===== config.mk =====
export PLATFORM = sky130hd
export DESIGN_NAME = cef_cell
export DESIGN_NICKNAME = d
export VERILOG_FILES = /design/src/rtl/cef_pkg.sv /design/src/rtl/cef_cell.sv
export SDC_FILE = /design/constraint.sdc
export NUM_CORES = 1
export LEC_CHECK = 0
export BUFFER_PORTS_ARGS = -buffer_cell sky130_fd_sc_hd__buf_2
export CORE_AREA = 10 10 173 175
export CTS_CLUSTER_DIAMETER = 60
export DETAILED_ROUTE_END_ITERATION = 8
export DIE_AREA = 0 0 183 185
export HOLD_SLACK_MARGIN = 0.06
export PLACE_DENSITY = 0.52
export SLEW_MARGIN = 20
export SYNTH_ARGS = -nofsm -noshare
export SYNTH_HDL_FRONTEND = slang
export SYNTH_SLANG_ARGS = --single-unit

===== constraint.sdc =====
create_clock -name clk -period 5.2 [get_ports clk]
set_clock_uncertainty 0.2 [all_clocks]
set_input_delay 0.26 -clock clk [delete_from_list [all_inputs] [get_ports clk]]
set_output_delay 0.26 -clock clk [all_outputs]
set_load 0.01 [all_outputs]

===== src/rtl/cef_pkg.sv =====
package cef_pkg;

  localparam int DEPTH = 48;
  localparam int IDX_W = $clog2(DEPTH);
  localparam int CNT_W = $clog2(DEPTH + 1);
  localparam int FILL_W = 6;

  localparam logic [1:0] MODE_POST = 2'd0;
  localparam logic [1:0] MODE_FOLD = 2'd1;
  localparam logic [1:0] MODE_POP = 2'd2;

  localparam logic [1:0] ST_OK = 2'd0;
  localparam logic [1:0] ST_FULL = 2'd1;
  localparam logic [1:0] ST_EMPTY = 2'd2;

  typedef struct packed {
    logic [15:0] event_type;
    logic [31:0] payload;
    logic [31:0] target_tag;
    logic [31:0] sender_tag;
  } rec_t;

  typedef struct packed {
    logic pop;
    logic rot;
    logic post;
  } cell_ctl_t;

endpackage


===== src/rtl/cef_cell.sv =====
module cef_cell import cef_pkg::*; (
  input  logic             clk,
  input  logic [IDX_W-1:0] idx,
  input  cell_ctl_t        ctl,
  input  logic [CNT_W-1:0] count,
  input  rec_t             in_rec,
  input  rec_t             nbr_rec,
  input  rec_t             head_rec,
  output rec_t             rec
);

  rec_t             rec_r;
  rec_t             rec_nxt;
  logic [CNT_W-1:0] idx_ext;
  logic [CNT_W-1:0] idx_p1;

  assign idx_ext = CNT_W'(idx);
  assign idx_p1  = CNT_W'(idx_ext + 1'b1);
  assign rec     = rec_r;

  always_comb begin
    rec_nxt = rec_r;
    priority if (ctl.pop) begin
      rec_nxt = nbr_rec;
    end else if (ctl.rot && idx_p1 < count) begin
      rec_nxt = nbr_rec;
    end else if (ctl.rot && idx_p1 == count) begin
      rec_nxt = head_rec;
    end else if (ctl.post && idx_ext == count) begin
      rec_nxt = in_rec;
    end else begin
      rec_nxt = rec_r;
    end
  end

  always_ff @(posedge clk) begin
    rec_r <= rec_nxt;
  end

endmodule


==> metrics.yaml <==
status: "complete, no violations"
largest_reg_flops: 112
die_area_um2: 33900
path_buf_inv: 2
antenna_found_initial: 0
clock_path_buffers: 2
path_cells: "buf_2 -> ha_1 -> nand3_1 -> xnor2_1 -> ha_1 -> and4_1 -> o21ai_0 -> a41o_4 -> buf_4 -> a22oi_1"
async_flop_share: 0
htreeDepth: 3
drive_gt1_frac: 0.478
netlist.area_leader.share: 0.528
critPathCaptureType: "flop"
cts_hold_buf: 54
cts_setup_buffers: 0
synth_edf_count: 112
postLayoutCoreUtil: 0.367
synth_area_leaders: "edfxtp_1 (53%), mux2i_1 (18%), a22oi_1 (13%)"
initial_core_util: 0.240
relSlewSlack: 0.342
gp_congestion: 0.860
tightest_slew_ns: 0.987
die_h_um: 185
ys_warn_count: 0
overflow: 0
syn_inst: 538
synth_nets: 897
dpl.hpwl_um: 21800
cts_sinks: 112
syn_to_final_growth_pct: 53.2
min_path_cells: 3
cts_resized: 0
cp.depth: 10
cap_violations: 0
syn_avg_cell_area_um2: 11.8
hold_violations: 0
track_usage: 0.151
wl_per_cell_um: 20.2
coreArea_um2: 26600
num_vias: 6281
portBuffers: 463
synth_cell_types: 29
peakVddDrop_mv: 0.132
cp-start-kind: "primary input"
num-nets-final: 1384
cellLeakagePower_nw: 4.21
min_period_over_period: 0.599
min_period_ns: 3.11
drc: 0
wirelength_um: 27600
antenna_cells: 0
first_iter_violations: 298
synth_flop_cell: "edfxtp_1"
synth_area_leader_cell: "edfxtp_1"
cp_max_fo: 88
synth_area_um2: 6370
fin_tns_setup_ns: 0
fmax_mhz: 321
cp_data_arrival_time_ns: 2.98
ios: 464
cp_data_required_time_ns: 5.06
drv_slew: 0
finalSetupViolCount: 0
hp-class: "primary input to flop"
cpLargestDelayFamily: "compound AO/OA/AOI/OAI gates"
cts_buffers: 9
synth-seq-cells: 112
root_buffer: "clkbuf_16"
cts_tree: "done"
dr.pass1.iters: 5
rsz0062_at_grt: "false"
antenna_left: 0
placed_cell_area_um2: 8920
design_area_um2: 9760
grt_pass1_wl_um: 39800
ys_seq_area_frac: 0.528
num_rows: 60
path_clk_slew_ns: 0.09
die_w_um: 183
grt_pass1_vias: 6670
path_class: "primary input to flop"
hold-worst-slack_ns: 0.0729
cpMaxStageDelayCell: "a41o_4"
cp_common_cell: "ha_1"
place_inst: 1301
slowest_delay_ns: 0.93
fin_cells: 1371
grt_max_degree: 113
powerDensity_nw_per_um2: 285
via_per_inst: 4.58
[power breakdown]
part / leakage (nW) / switching [mW] / internal, mW / total, mW
clock: 0.148 / 0.355 / 0.383 / 0.738
sequential: 1.12 / 0.0495 / 1.22 / 1.27
combinational: 2.95 / 0.444 / 0.339 / 0.783
total: 4.21 / 0.849 / 1.94 / 2.79
[cells by family after synthesis]
group           count (synthesis)  synth area share
xor+xnor                        9            0.0124
mux                           112             0.176
compound gates                118             0.139
buf+inv                        55            0.0532
flops                         112             0.528
simple gates                  125            0.0779
fa+ha+maj                       7            0.0137
[routing by layer]
metal,global-route usage,vias to the layer above,wire length [um],part of all wire
met5,0,-,0,0
met4,0.0338,0,345,0.012
met3,0.0594,14,2680,0.097
met2,0.265,324,14000,0.50
met1,0.168,2921,10700,0.39
li1,-,3022,-,-
[cell type report]
class,instances,area (um^2)
fill,2747,16800
sequential,112,3360
timing repair buffer,525,2940
multi-input combinational,371,2710
tap,341,427
clock buffer,10,229
clock inverter,6,73.8
inverter,6,22.5
[path summary, 6_finish.rpt]
| kind | from | to | slack (ns) |
|---|---|---|---|
| worst max-delay path | idx[0] | rec[88] | 2.09 |
| worst min-delay path | nbr_rec[61] | rec[61] | 0.07 |
[synth_stat cells (all sizes together), types with 3 or more instances]
library cell	n
edfxtp	112
ha	7
xor2	7
nand2	3
clkbuf	17
mux2i	112
buf	32
nor2	112
inv	6
a22oi	112
[placed cells by master (no fill, tap or decap), drive strengths merged, types with 3 or more instances in the layout]
cell	n
mux2i	112
clkbuf	10
buf	471
ha	7
nor2	112
inv	9
nand2	3
dlygate4sd3	54
a22oi	112
edfxtp	112
xor2	7
[through the flow]
step                      setup WS (ns)  total power [mW]
after floorplan                   0.283              1.63
after global placement             1.74              2.05
after detailed placement           1.69              2.06
after CTS                          2.08              2.84
after global routing               1.90              2.94
final                              2.09              2.79
Power figures use the tool's default switching activity.
